$ cat src/lr_pkg.sv
`default_nettype none
// ---------------------------------------------------------------------------
// lr_pkg: shared types and constants of the line rasterizer
// Beat formats of both channels, the octant codes and the queue entry that
// travels from the front end to the stepping unit.
// ---------------------------------------------------------------------------
package lr_pkg;

	localparam int COORD_BITS  = 12;
	localparam int MAJ_BITS    = COORD_BITS + 1;   // mirrored coords, signed
	localparam int DEC_BITS    = COORD_BITS + 3;   // decision and increments
	localparam int QUEUE_DEPTH = 4;
	localparam int QPTR_BITS   = $clog2(QUEUE_DEPTH);
	localparam int QCNT_BITS   = $clog2(QUEUE_DEPTH + 1);

	typedef enum logic {
		CMD_START = 1'b0,
		CMD_STEP  = 1'b1
	} cmd_t;

	typedef enum logic [2:0] {
		OCT_0 = 3'd0,
		OCT_1 = 3'd1,
		OCT_2 = 3'd2,
		OCT_3 = 3'd3,
		OCT_4 = 3'd4,
		OCT_5 = 3'd5,
		OCT_6 = 3'd6,
		OCT_7 = 3'd7
	} octant_t;

	typedef struct packed {
		cmd_t                  command;
		logic [COORD_BITS-1:0] start_x;
		logic [COORD_BITS-1:0] start_y;
		logic [COORD_BITS-1:0] end_x;
		logic [COORD_BITS-1:0] end_y;
	} in_t;

	typedef struct packed {
		logic [COORD_BITS-1:0] pixel_x;
		logic [COORD_BITS-1:0] pixel_y;
		logic                  pixel_valid;
		logic                  last_pixel;
	} out_t;

	typedef struct packed {
		cmd_t                        command;
		logic                        vertical;
		octant_t                     octant;
		logic signed [MAJ_BITS-1:0]  cur_major;
		logic signed [MAJ_BITS-1:0]  cur_minor;
		logic signed [MAJ_BITS-1:0]  stop_major;
		logic signed [DEC_BITS-1:0]  decision;
		logic signed [DEC_BITS-1:0]  inc_straight;
		logic signed [DEC_BITS-1:0]  inc_diagonal;
	} entry_t;

	typedef struct packed {
		logic signed [MAJ_BITS-1:0] maj;
		logic signed [MAJ_BITS-1:0] mnr;
	} pair_t;

endpackage
`default_nettype wire

$ cat src/lr_front.sv
`default_nettype none
// ---------------------------------------------------------------------------
// lr_front: command intake and line set-up
// Takes command beats, finds octant, mirrors the endpoints into octant zero
// and builds the queue entry over two register stages.
// ---------------------------------------------------------------------------
module lr_front (
	input  wire logic          clk,
	input  wire logic          arst_n,
	input  wire logic          cmd_valid,
	output logic               cmd_ready,
	input  wire lr_pkg::in_t   cmd,
	output logic               q_push,
	input  wire logic          q_ready,
	output lr_pkg::entry_t     q_entry
);

	function automatic lr_pkg::pair_t mirror_in(
		input logic signed [lr_pkg::MAJ_BITS-1:0] x,
		input logic signed [lr_pkg::MAJ_BITS-1:0] y,
		input lr_pkg::octant_t                    n
	);
		lr_pkg::pair_t p;
		unique case (n)
			lr_pkg::OCT_0: begin p.maj = x;  p.mnr = y;  end
			lr_pkg::OCT_1: begin p.maj = y;  p.mnr = x;  end
			lr_pkg::OCT_2: begin p.maj = y;  p.mnr = -x; end
			lr_pkg::OCT_3: begin p.maj = -x; p.mnr = y;  end
			lr_pkg::OCT_4: begin p.maj = -x; p.mnr = -y; end
			lr_pkg::OCT_5: begin p.maj = -y; p.mnr = -x; end
			lr_pkg::OCT_6: begin p.maj = -y; p.mnr = x;  end
			lr_pkg::OCT_7: begin p.maj = x;  p.mnr = -y; end
		endcase
		return p;
	endfunction

	// stage 1: raw endpoints and deltas
	logic                              vld_s1;
	lr_pkg::cmd_t                      cmd_s1;
	logic [lr_pkg::COORD_BITS-1:0]     x1_s1, y1_s1, x2_s1, y2_s1;
	logic signed [lr_pkg::MAJ_BITS-1:0] dx_s1, dy_s1;

	// stage 2: magnitudes and octant
	logic                              vld_s2;
	lr_pkg::cmd_t                      cmd_s2;
	logic [lr_pkg::COORD_BITS-1:0]     x1_s2, y1_s2, x2_s2, y2_s2;
	logic [lr_pkg::COORD_BITS-1:0]     ax_s2, ay_s2;
	logic                              xmaj_s2, vert_s2, dyneg_s2;
	lr_pkg::octant_t                   oct_s2;

	logic s2_free, s1_free, adv_s1;

	assign s2_free   = !vld_s2 || q_ready;
	assign adv_s1    = vld_s1 && s2_free;
	assign s1_free   = !vld_s1 || s2_free;
	assign cmd_ready = s1_free;
	assign q_push    = vld_s2;

	always_ff @(posedge clk or negedge arst_n) begin
		if (!arst_n) begin
			vld_s1 <= 1'b0;
			vld_s2 <= 1'b0;
		end else begin
			if (s1_free) vld_s1 <= cmd_valid;
			if (s2_free) vld_s2 <= vld_s1;
		end
	end

	always_ff @(posedge clk) begin
		if (cmd_valid && s1_free) begin
			cmd_s1 <= cmd.command;
			x1_s1  <= cmd.start_x;
			y1_s1  <= cmd.start_y;
			x2_s1  <= cmd.end_x;
			y2_s1  <= cmd.end_y;
			dx_s1  <= $signed({1'b0, cmd.end_x}) - $signed({1'b0, cmd.start_x});
			dy_s1  <= $signed({1'b0, cmd.end_y}) - $signed({1'b0, cmd.start_y});
		end
	end

	// magnitude and octant of the line
	logic signed [lr_pkg::MAJ_BITS-1:0] ax_w, ay_w;
	logic [lr_pkg::COORD_BITS-1:0]      ax_d, ay_d;
	logic                               xmaj_d, dxneg, dyneg;
	lr_pkg::octant_t                    oct_d;

	always_comb begin
		dxneg  = dx_s1[lr_pkg::MAJ_BITS-1];
		dyneg  = dy_s1[lr_pkg::MAJ_BITS-1];
		ax_w   = dxneg ? -dx_s1 : dx_s1;
		ay_w   = dyneg ? -dy_s1 : dy_s1;
		ax_d   = ax_w[lr_pkg::COORD_BITS-1:0];
		ay_d   = ay_w[lr_pkg::COORD_BITS-1:0];
		xmaj_d = ay_d <= ax_d;
		priority if (!dxneg && !dyneg) oct_d = xmaj_d ? lr_pkg::OCT_0 : lr_pkg::OCT_1;
		else if (!dxneg)               oct_d = xmaj_d ? lr_pkg::OCT_7 : lr_pkg::OCT_6;
		else if (!dyneg)               oct_d = xmaj_d ? lr_pkg::OCT_3 : lr_pkg::OCT_2;
		else                           oct_d = xmaj_d ? lr_pkg::OCT_4 : lr_pkg::OCT_5;
	end

	always_ff @(posedge clk) begin
		if (adv_s1) begin
			cmd_s2   <= cmd_s1;
			x1_s2    <= x1_s1;
			y1_s2    <= y1_s1;
			x2_s2    <= x2_s1;
			y2_s2    <= y2_s1;
			ax_s2    <= ax_d;
			ay_s2    <= ay_d;
			xmaj_s2  <= xmaj_d;
			vert_s2  <= (dx_s1 == '0);
			dyneg_s2 <= dyneg;
			oct_s2   <= oct_d;
		end
	end

	// entry set-up: mirrored endpoints and decision terms
	lr_pkg::pair_t                  p1, p2;
	logic [lr_pkg::COORD_BITS-1:0]  dmaj, dmin;
	logic [lr_pkg::DEC_BITS-1:0]    dmin2, dmaj1, dmaj2;

	always_comb begin
		p1    = mirror_in($signed({1'b0, x1_s2}), $signed({1'b0, y1_s2}), oct_s2);
		p2    = mirror_in($signed({1'b0, x2_s2}), $signed({1'b0, y2_s2}), oct_s2);
		dmaj  = xmaj_s2 ? ax_s2 : ay_s2;
		dmin  = xmaj_s2 ? ay_s2 : ax_s2;
		dmin2 = {2'b00, dmin, 1'b0};
		dmaj1 = {3'b000, dmaj};
		dmaj2 = {2'b00, dmaj, 1'b0};

		q_entry.command = cmd_s2;
		if (vert_s2) begin
			// walk from the lower y to the higher y
			q_entry.vertical     = 1'b1;
			q_entry.octant       = lr_pkg::OCT_0;
			q_entry.cur_minor    = $signed({1'b0, x1_s2});
			q_entry.cur_major    = $signed({1'b0, dyneg_s2 ? y2_s2 : y1_s2});
			q_entry.stop_major   = $signed({1'b0, dyneg_s2 ? y1_s2 : y2_s2});
			q_entry.decision     = '0;
			q_entry.inc_straight = '0;
			q_entry.inc_diagonal = '0;
		end else begin
			q_entry.vertical     = 1'b0;
			q_entry.octant       = oct_s2;
			q_entry.cur_major    = p1.maj;
			q_entry.cur_minor    = p1.mnr;
			q_entry.stop_major   = p2.maj;
			q_entry.decision     = $signed(dmin2) - $signed(dmaj1);
			q_entry.inc_straight = $signed(dmin2);
			q_entry.inc_diagonal = $signed(dmin2) - $signed(dmaj2);
		end
	end

endmodule
`default_nettype wire

$ cat src/lr_queue.sv
`default_nettype none
// ---------------------------------------------------------------------------
// lr_queue: entry queue between set-up and stepping
// Small register queue; push and pop are independent so either side may stall.
// ---------------------------------------------------------------------------
module lr_queue (
	input  wire logic           clk,
	input  wire logic           arst_n,
	input  wire logic           push,
	output logic                push_ready,
	input  wire lr_pkg::entry_t wdata,
	output logic                pop_valid,
	input  wire logic           pop,
	output lr_pkg::entry_t      rdata
);

	lr_pkg::entry_t                 mem_q [lr_pkg::QUEUE_DEPTH];
	logic [lr_pkg::QPTR_BITS-1:0]   wr_ptr_q, rd_ptr_q;
	logic [lr_pkg::QCNT_BITS-1:0]   count_q;
	logic                           do_push;

	assign push_ready = count_q != lr_pkg::QCNT_BITS'(lr_pkg::QUEUE_DEPTH);
	assign pop_valid  = count_q != '0;
	assign do_push    = push && push_ready;
	assign rdata      = mem_q[rd_ptr_q];

	always_ff @(posedge clk or negedge arst_n) begin
		if (!arst_n) begin
			wr_ptr_q <= '0;
			rd_ptr_q <= '0;
			count_q  <= '0;
		end else begin
			if (do_push) wr_ptr_q <= wr_ptr_q + 1'b1;
			if (pop)     rd_ptr_q <= rd_ptr_q + 1'b1;
			unique case ({do_push, pop})
				2'b10:   count_q <= count_q + 1'b1;
				2'b01:   count_q <= count_q - 1'b1;
				default: count_q <= count_q;
			endcase
		end
	end

	always_ff @(posedge clk) begin
		if (do_push) mem_q[wr_ptr_q] <= wdata;
	end

	a_count_bound: assert property (@(posedge clk) disable iff (!arst_n)
		count_q <= lr_pkg::QCNT_BITS'(lr_pkg::QUEUE_DEPTH))
		else $error("queue count beyond depth");

	a_pop_nonempty: assert property (@(posedge clk) disable iff (!arst_n)
		pop |-> count_q != '0)
		else $error("pop from empty queue");

	a_push_count: assert property (@(posedge clk) disable iff (!arst_n)
		(do_push && !pop) |=> count_q == $past(count_q) + 1'b1)
		else $error("queue count missed a push");

endmodule
`default_nettype wire

$ cat src/lr_back.sv
`default_nettype none
// ---------------------------------------------------------------------------
// lr_back: Bresenham stepping unit
// Holds the active line, emits one pixel per entry into an output register.
// ---------------------------------------------------------------------------
module lr_back (
	input  wire logic           clk,
	input  wire logic           arst_n,
	input  wire logic           q_valid,
	output logic                q_pop,
	input  wire lr_pkg::entry_t q_entry,
	output logic                pix_valid,
	input  wire logic           pix_ready,
	output lr_pkg::out_t        pix
);

	function automatic lr_pkg::pair_t mirror_out(
		input logic signed [lr_pkg::MAJ_BITS-1:0] ma,
		input logic signed [lr_pkg::MAJ_BITS-1:0] mi,
		input lr_pkg::octant_t                    n
	);
		lr_pkg::pair_t p;   // maj carries x, mnr carries y
		unique case (n)
			lr_pkg::OCT_0: begin p.maj = ma;  p.mnr = mi;  end
			lr_pkg::OCT_1: begin p.maj = mi;  p.mnr = ma;  end
			lr_pkg::OCT_2: begin p.maj = -mi; p.mnr = ma;  end
			lr_pkg::OCT_3: begin p.maj = -ma; p.mnr = mi;  end
			lr_pkg::OCT_4: begin p.maj = -ma; p.mnr = -mi; end
			lr_pkg::OCT_5: begin p.maj = -mi; p.mnr = -ma; end
			lr_pkg::OCT_6: begin p.maj = mi;  p.mnr = -ma; end
			lr_pkg::OCT_7: begin p.maj = ma;  p.mnr = -mi; end
		endcase
		return p;
	endfunction

	logic           active_q;
	lr_pkg::entry_t line_q;     // command member unused in the held line
	logic           out_vld_q;
	lr_pkg::out_t   out_q;

	logic           adv, start, src_active, last;
	lr_pkg::entry_t src;
	lr_pkg::entry_t line_d;
	lr_pkg::pair_t  scr;
	lr_pkg::out_t   out_d;

	assign adv       = q_valid && (!out_vld_q || pix_ready);
	assign q_pop     = adv;
	assign pix_valid = out_vld_q;
	assign pix       = out_q;

	always_comb begin
		start      = q_entry.command == lr_pkg::CMD_START;
		src        = start ? q_entry : line_q;
		src_active = start || active_q;
		last       = src.cur_major == src.stop_major;
		// vertical line: x sits in the minor coordinate, y in the major one
		scr        = mirror_out(src.cur_major, src.cur_minor,
			src.vertical ? lr_pkg::OCT_1 : src.octant);
		if (src_active) begin
			out_d.pixel_x     = scr.maj[lr_pkg::COORD_BITS-1:0];
			out_d.pixel_y     = scr.mnr[lr_pkg::COORD_BITS-1:0];
			out_d.pixel_valid = 1'b1;
			out_d.last_pixel  = last;
		end else begin
			out_d = '0;
		end

		// next state of the held line
		line_d = src;
		if (src_active && !last) begin
			line_d.cur_major = src.cur_major + 1'b1;
			if (!src.vertical && !src.decision[lr_pkg::DEC_BITS-1]) begin
				line_d.decision  = src.decision + src.inc_diagonal;
				line_d.cur_minor = src.cur_minor + 1'b1;
			end else if (!src.vertical) begin
				line_d.decision  = src.decision + src.inc_straight;
			end
		end
	end

	always_ff @(posedge clk or negedge arst_n) begin
		if (!arst_n) begin
			active_q  <= 1'b0;
			out_vld_q <= 1'b0;
		end else begin
			if (adv) begin
				active_q  <= src_active && !last;
				out_vld_q <= 1'b1;
			end else if (pix_ready) begin
				out_vld_q <= 1'b0;
			end
		end
	end

	always_ff @(posedge clk) begin
		if (adv) begin
			out_q  <= out_d;
			line_q <= line_d;
		end
	end

	a_last_ends_line: assert property (@(posedge clk) disable iff (!arst_n)
		(adv && src_active && last) |=> !active_q)
		else $error("line still active after its last pixel");

	a_more_pixels: assert property (@(posedge clk) disable iff (!arst_n)
		(adv && src_active && !last) |=> active_q)
		else $error("line dropped before its last pixel");

	a_idle_zero: assert property (@(posedge clk) disable iff (!arst_n)
		(out_vld_q && !out_q.pixel_valid) |->
		(out_q.pixel_x == '0 && out_q.pixel_y == '0 && !out_q.last_pixel))
		else $error("invalid pixel beat carries nonzero fields");

endmodule
`default_nettype wire

$ cat src/line_rasterizer.sv
`default_nettype none
// ---------------------------------------------------------------------------
// line_rasterizer: eight-octant Bresenham line rasterizer
// Start and step command beats in, one pixel beat out for every command beat.
// ---------------------------------------------------------------------------
// A start beat latches both endpoints and returns the first endpoint as a
// pixel; each step beat returns the next pixel of the line, and the pixel at
// the second endpoint carries last_pixel. Lines with equal x at both ends are
// walked from the lower y to the higher y. A step with no line in progress
// returns a beat with pixel_valid low and all other fields zero; a start while
// a line is in progress drops the old line. Throughput is one command beat and
// one pixel beat per clock while pix_ready stays high. An accepted command beat
// passes through two set-up register stages, the four-entry queue, and the
// output register of the stepping unit on its way to its pixel beat.
module line_rasterizer (
	input  wire logic         clk,
	input  wire logic         arst_n,
	input  wire logic         cmd_valid,
	output logic              cmd_ready,
	input  wire lr_pkg::in_t  cmd,
	output logic              pix_valid,
	input  wire logic         pix_ready,
	output lr_pkg::out_t      pix
);

	// front end to queue
	logic           fq_push;
	logic           fq_ready;
	lr_pkg::entry_t fq_entry;

	// queue to stepping unit
	logic           qb_valid;
	logic           qb_pop;
	lr_pkg::entry_t qb_entry;

	// set-up: octant, mirroring into octant zero, decision terms
	lr_front u_front (
		.clk       (clk),
		.arst_n    (arst_n),
		.cmd_valid (cmd_valid),
		.cmd_ready (cmd_ready),
		.cmd       (cmd),
		.q_push    (fq_push),
		.q_ready   (fq_ready),
		.q_entry   (fq_entry)
	);

	// decouples set-up from stepping so either side may stall on its own
	lr_queue u_queue (
		.clk        (clk),
		.arst_n     (arst_n),
		.push       (fq_push),
		.push_ready (fq_ready),
		.wdata      (fq_entry),
		.pop_valid  (qb_valid),
		.pop        (qb_pop),
		.rdata      (qb_entry)
	);

	// holds the line in progress and emits pixels mapped back to the screen
	lr_back u_back (
		.clk       (clk),
		.arst_n    (arst_n),
		.q_valid   (qb_valid),
		.q_pop     (qb_pop),
		.q_entry   (qb_entry),
		.pix_valid (pix_valid),
		.pix_ready (pix_ready),
		.pix       (pix)
	);

endmodule
`default_nettype wire
$ cat config.mk
export PLATFORM = sky130hd
export DESIGN_NAME = line_rasterizer
export DESIGN_NICKNAME = d
export VERILOG_FILES = /design/src/lr_pkg.sv /design/src/lr_front.sv /design/src/lr_queue.sv /design/src/lr_back.sv /design/src/line_rasterizer.sv
export SDC_FILE = /design/constraint.sdc
export NUM_CORES = 1
export LEC_CHECK = 0
export BUFFER_PORTS_ARGS = -buffer_cell sky130_fd_sc_hd__buf_4
export CORE_UTILIZATION = 40
export DETAILED_ROUTE_END_ITERATION = 7
export GPL_ROUTABILITY_DRIVEN = 0
export HOLD_SLACK_MARGIN = 0.06
export SETUP_SLACK_MARGIN = 0.3
export SYNTH_ARGS = -nofsm -noshare
export SYNTH_HDL_FRONTEND = slang
export SYNTH_SLANG_ARGS = --single-unit
$ cat constraint.sdc
create_clock -name clk -period 8.4 [get_ports clk]
set_input_delay 0 -clock clk [delete_from_list [all_inputs] [get_ports clk]]
set_output_delay 0 -clock clk [all_outputs]
set_load 0.02 [all_outputs]
==> metrics, run 1 <==
Hold Path Class=in2reg; Startpoint Class=flop; number of instances in the placed design=3378; Worst setup EP type=flop; Critical Path RT=8.76 ns; Rows=~100; worst clock skew=0.0218 ns; Post-DP HPWL=49.7 mm; met2 usage=28.9%; final hold vios=0; final setup fails=0; Die Span X=roughly 280 um; Root Buffer=clkbuf_16; post-cts resize count=0; Die Footprint=79700 um2; CTS HTree Levels=3; clk sink count=slightly above 600; count of non-filler cells in the finished layout=3559; Primary FF master, synth=edfxtp_1; clk buf depth=3; iteration count of the initial detailed-routing pass=6; commonest non-fill, non-tap cell in the layout=edfxtp_1; synthesized area=~31000 um2; run status=complete, no violations; Post-route DRC=0; Inserted Clock Buffers=70; CP Max Fanout=37; initial antenna violation count=0; Max transition margin=27.4%; RSZ-0062 raised after global routing=no; register area share after synthesis=57.7%; Core Region=77600 um2; Seq cells post-synth=606; largest net degree at the start of global routing=76; Chip Height=282 um; I/O pin count=81; grt met3 use=2.45%; Initial Util=approximately two fifths; Post-synth EDFFs=595; Min Clock Period, post-route=around 5.4 ns; # port buffers=80; critical path endpoint=u_back.line_q[43]; final cycle utilization of the critical path=around 64%; asr flop ratio synth=1.82%; postcts setup bufs=0; CTS tree=yes; area delta synth->final=14.3%; CP Class=reg2reg; synth warn=0; post-synthesis instance total=2335; hold_ws=0.107 ns; worst slew pin tran=1.06 ns; via/cell ratio=5.54; clock transition at the registers of the reported paths=approximately 0.060 ns; most frequent cells in the layout=edfxtp_1 (595), nor2_1 (167), nand2_1 (132); Vias=approximately 20000; Synth Area per Inst=between 10 and 15 um2; busiest grt layer=met2; vias in the first global route=slightly below 20000; grt total ovfl=0; final WL=72.5 mm; DRT iter0 DRCs=between 1500 and 2000; fmax=0.186 GHz; Worst EP arrival=5.73 ns; Critical path origin=u_queue.rd_ptr_q[0]; post-DR wirelength/cell=20.4 um; final antenna-violating net count=0; Worst Reg2Reg Path Length in Cells=12; fin nets=2624; Max Cap Viol=0; ratio of cells with drive above 1 in the final layout=17.5%; fill count=6866; global-route total usage across every layer=18.2%; Setup TNS=0 ns; fin. max-slew vios=0; r2r endpoint=u_back.line_q[43]; later-pin clock latency in the skew report=0.62 ns; post-synthesis cell type count=93; Reg2Reg Launch Point=u_queue.rd_ptr_q[0]; Mapped Nets=2496; ANT cells=0; reg-to-reg slack, setup=3.03 ns; first-pass GRT wire length=112 mm; met1 Use GR=between 20 and 30%
==> synthesized netlist by cell type, types with 19 or more instances <==
master	number	share of area [%]
mux4_2	83	5.9
xor2_1	89	2.5
buf_2	22	0.35
inv_1	112	1.3
nand2b_1	21	0.42
nor2b_1	42	0.84
o22ai_1	22	0.44
nand2_1	132	1.6
a22oi_1	19	0.45
nor3_1	39	0.62
mux2_2	83	3.0
mux2i_1	48	1.5
nor2_1	167	2.0
xnor2_1	89	2.5
edfxtp_1	595	57
nand3_1	42	0.67
a21oi_1	108	1.7
or3_1	25	0.50
o21ai_0	85	1.4
ha_1	101	4.0
clkbuf_1	56	0.67
==> worst min-delay path by stage <==
| stage | start | slack, ns | cells after the start | end |
|---|---|---|---|---|
| global placement | arst_n | -0.12 | 1 | u_back.active_q |
| detailed placement | arst_n | -0.13 | 1 | u_back.active_q |
| floorplan | arst_n | -0.30 | 0 | u_back.active_q |
| finish | cmd[4] | 0.11 | 2 | u_front.y2_s1[4] |
| global route | cmd[48] | 0.08 | 2 | u_front.cmd_s1 |
| CTS | cmd[4] | 0.08 | 2 | u_front.y2_s1[4] |
==> flip-flops by register name (all words and copies together) (netlist names), 13 cells and up <==
register	count
u_front.dy_s1	13
u_back.line_q	87
u_queue.mem_q	328
u_back.pix	26
u_front.dx_s1	13
==> logic make-up after synthesis <==
kind of cell	after synthesis	share of synthesized area (%)
XOR/XNOR	178	4.96
flip-flops	606	57.7
AO/OA/AOI/OAI	422	8.89
buffers and inverters	222	3.14
adder cells (fa/ha/maj)	108	4.46
multiplexers	244	12.1
AND/OR/NAND/NOR	555	8.76
==> metrics by stage <==
| step | utilization (%) | worst slack, ns | cell area, um2 |
|---|---|---|---|
| CTS | 46.3 | 2.94 | 36000 |
| finish | 46.3 | 3.03 | 36000 |
| global route | 46.3 | 2.70 | 36000 |
| global placement | 42.6 | 3.03 | 33100 |
| floorplan | - | 0.583 | 31400 |
| detailed placement | 42.6 | 2.92 | 33100 |
==> worst max-delay path, stage by stage (launching register included) <==
cell and delay, ns:
dfrtp_4 0.84, mux4_4 1.07, buf_4 0.41, mux2_2 0.34
ha_1 0.34, o21a_1 0.13, a21oi_1 0.23, o21ai_0 0.17
a41o_1 0.28, o41ai_1 0.65, o311a_1 0.25, o21ai_0 0.07
o31a_1 0.28
==> cell type report <==
cell class                 instances  area [um2]  area share (%)
sequential                       606       18100            50.5
multi-input combinational       1507       12400            34.4
clock buffer                      82        1800            5.00
timing repair buffer             162        1350            3.75
tap                             1040        1300            3.62
clock inverter                    46         573            1.59
inverter                         116         435            1.21
==> timing repair <==
item,CTS,global route
setup endpoints to repair,0,0
endpoints found under the hold margin,87,0
hold buffers,53,0
==> per-layer routing <==
layer / vias up / wire (um)
met2: 664 / 33400
met4: 0 / 2240
met3: 152 / 3750
met1: 9740 / 33100
met5: - / 0
li1: 9168 / -
Power of run 1 is not shown: default switching activity piles up to over one toggle a cycle in this logic, so the estimate is an artifact.
==> run 2, diff against run 1 <==
Settings changed: ABC_AREA from default to 1.
Clock period 8.4 ns to 4.93 ns, I/O delays scaled along.
==> run 2 against run 1 <==
Clock-buffer cell count down 3. Maximum frequency up 32%. Register-to-register slack worse by 2.2 ns. Setup slack worse by 2.2 ns. Global-route usage up 2.0 points. Area after synthesis up 1.8%. Sequential share of layout area down 0.83 points. Synthesized cell count up 45%. Sequential cell count unchanged. Utilization down 0.14 points. Die area up 1.8%. Final area up 1.7%.
==> metrics, run 2 <==
synthesized area=32000 um2; worst clock skew=0.0347 ns; final hold vios=0; Critical Path RT=5.29 ns; post-route core utilization=46.2%; most frequent cells in the layout=nand2_1 (800), edfxtp_1 (595), nor2_1 (423); fmax=0.246 GHz; Seq cells post-synth=roughly 610; fin nets=approximately 3700; Primary FF master, synth=edfxtp_1; Core Region=between 70000 and 80000 um2; final setup fails=0; synth warn=0; post-cts resize count=0; reg-to-reg slack, setup=around 0.86 ns; run status=complete, no violations; largest family of logic cells by synthesized area=simple AND/OR/NAND/NOR gates; Die Footprint=81200 um2; cells taking the most area after synthesis=edfxtp_1 (56%), nand2_1 (9.4%), nor2_1 (5.0%); Chip Height=roughly 280 um; commonest non-fill, non-tap cell in the layout=nand2_1; area delta synth->final=14.2%; final antenna-violating net count=0; Synth Area in Simple Gates=roughly 20%; Max Cap Viol=0; Post-DP HPWL=56.0 mm; first-pass GRT wire length=129 mm; RSZ-0062 raised after global routing=no; final WL=82.3 mm; clock transition at the registers of the reported paths=0.06 ns; Synth Area per Inst=9.44 um2; Synth Area in Compound Gates=10.2%; Setup TNS=0 ns; max FFs per register=328; register area share after synthesis=56.7%; clk sink count=approximately 610; postcts setup bufs=0; Post-synth EDFFs=~600; Synth Area in Adders=4.39%; top cells by count, synth=nand2_1 (800), edfxtp_1 (595), nor2_1 (428); initial antenna violation count=0; asr flop ratio synth=under 10%; post-DR wirelength/cell=17.9 um; iteration count of the initial detailed-routing pass=6; CP Class=reg2reg; via/cell ratio=5.24; post-synth top area cell=edfxtp_1; final cycle utilization of the critical path=82.6%; Min Clock Period, post-route=around 4 ns; Root Buffer=clkbuf_16; top-count cell post-synth=nand2_1; Post-Synth XOR/XNOR Area=under 10%; Hold Path Class=in2reg; Initial Util=~40%; post-synthesis instance total=3391; post-synthesis cell type count=54; worst slew pin tran=1.17 ns; I/O pin count=81; CTS HTree Levels=3; hold_buf cts=53; Rows=a little over 100; Post-route DRC=0; mux cell area share after synthesis=0.313%; Worst EP arrival=4.43 ns; hold_ws=0.104 ns; grt total ovfl=0; area share of the largest cell type after synthesis=a little under three fifths; vias in the first global route=~23000; Die Span X=between 200 and 300 um; fin. max-slew vios=0; Worst setup EP type=flop; Inserted Clock Buffers=67; later-pin clock latency in the skew report=roughly 0.63 ns; DRT iter0 DRCs=1940; Mapped Nets=3552; Biggest register=u_queue.mem_q; Max transition margin=20.9%; # port buffers=80; CTS tree=yes; Vias=24200; Startpoint Class=flop; global-route total usage across every layer=20.2%; CP Max Fanout=82; ratio of cells with drive above 1 in the final layout=7.64%; ANT cells=0; largest net degree at the start of global routing=83; clk buf depth=3
run 2: cell types whose count changed after synthesis, moves of 62 or more:
| cell | change |
|---|---|
| nand3_1 | +175 |
| xnor2_1 | -62 |
| o21ai_0 | +172 |
| mux2_2 | -83 |
| inv_1 | +168 |
| nand2_1 | +668 |
| nor2_1 | +261 |
| mux4_2 | -83 |
run 2: cells by family after synthesis:
logic type,Yosys count
and+or+nand+nor,1558
AOI/OAI and AO/OA,582
buffers and inverters,417
muxes,10
DFF,606
xor gates and xnor gates,110
adders and majority gates,108
run 2: metrics by stage:
stage	instances	instance area, um2	setup WS [ns]
after global routing	4609	36600	0.455
final	4609	36600	0.858
after CTS	4609	36600	0.859
after detailed placement	4436	33700	0.873
after floorplan	3391	32000	0.291
after global placement	4436	33700	0.939
run 2: cell type report:
cell class / count / area [um2]
Sequential cell: 606 / 18100
Inverter: 292 / 1100
Multi-Input combinational cell: 2368 / 12200
Fill cell: 7416 / 42600
Clock buffer: 79 / 1740
Timing Repair Buffer: 173 / 1490
Clock inverter: 41 / 561
Tap cell: 1050 / 1310
run 2: layer usage:
| layer | global-route usage [%] | part of all wire, % | vias to the layer above |
|---|---|---|---|
| li1 | - | - | 11900 |
| met1 | 28.7 | 47 | 11300 |
| met2 | 32.1 | 45 | 810 |
| met3 | 2.67 | 5.8 | 154 |
| met4 | 6.30 | 2.7 | 0 |
| met5 | 0 | 0 | - |
run 2: critical path, cell delays in order, from the launching register on:
cell and delay, ns:
dfrtp_4 0.50, buf_4 0.73, o21ai_0 0.21, o22ai_1 0.25
nand2_1 0.07, o21ai_0 0.18, inv_1 0.12, fa_1 0.50
o21ai_0 0.49, nand2_1 0.10, nand2_1 0.12, nand3_1 0.07
nand2_1 0.09, xnor2_1 0.06, o21ai_0 0.13, nand2_1 0.06
nand2_1 0.06, nand2_1 0.05
run 2: final timing paths:
check / start / end / cells after the start
worst max register to register: u_queue.rd_ptr_q[0] / u_back.line_q[44] / 17
worst min register to register: u_front.x1_s1[9] / u_front.x1_s2[9] / 0
min in group asynchronous: arst_n / u_queue.count_q[0] / 3
worst min-delay path: cmd[48] / u_front.cmd_s1 / 2
worst max-delay path: u_queue.rd_ptr_q[0] / u_back.line_q[44] / 17
max in group asynchronous: arst_n / u_queue.rd_ptr_q[0] / 3
Power of run 2 is left out for the same reason.
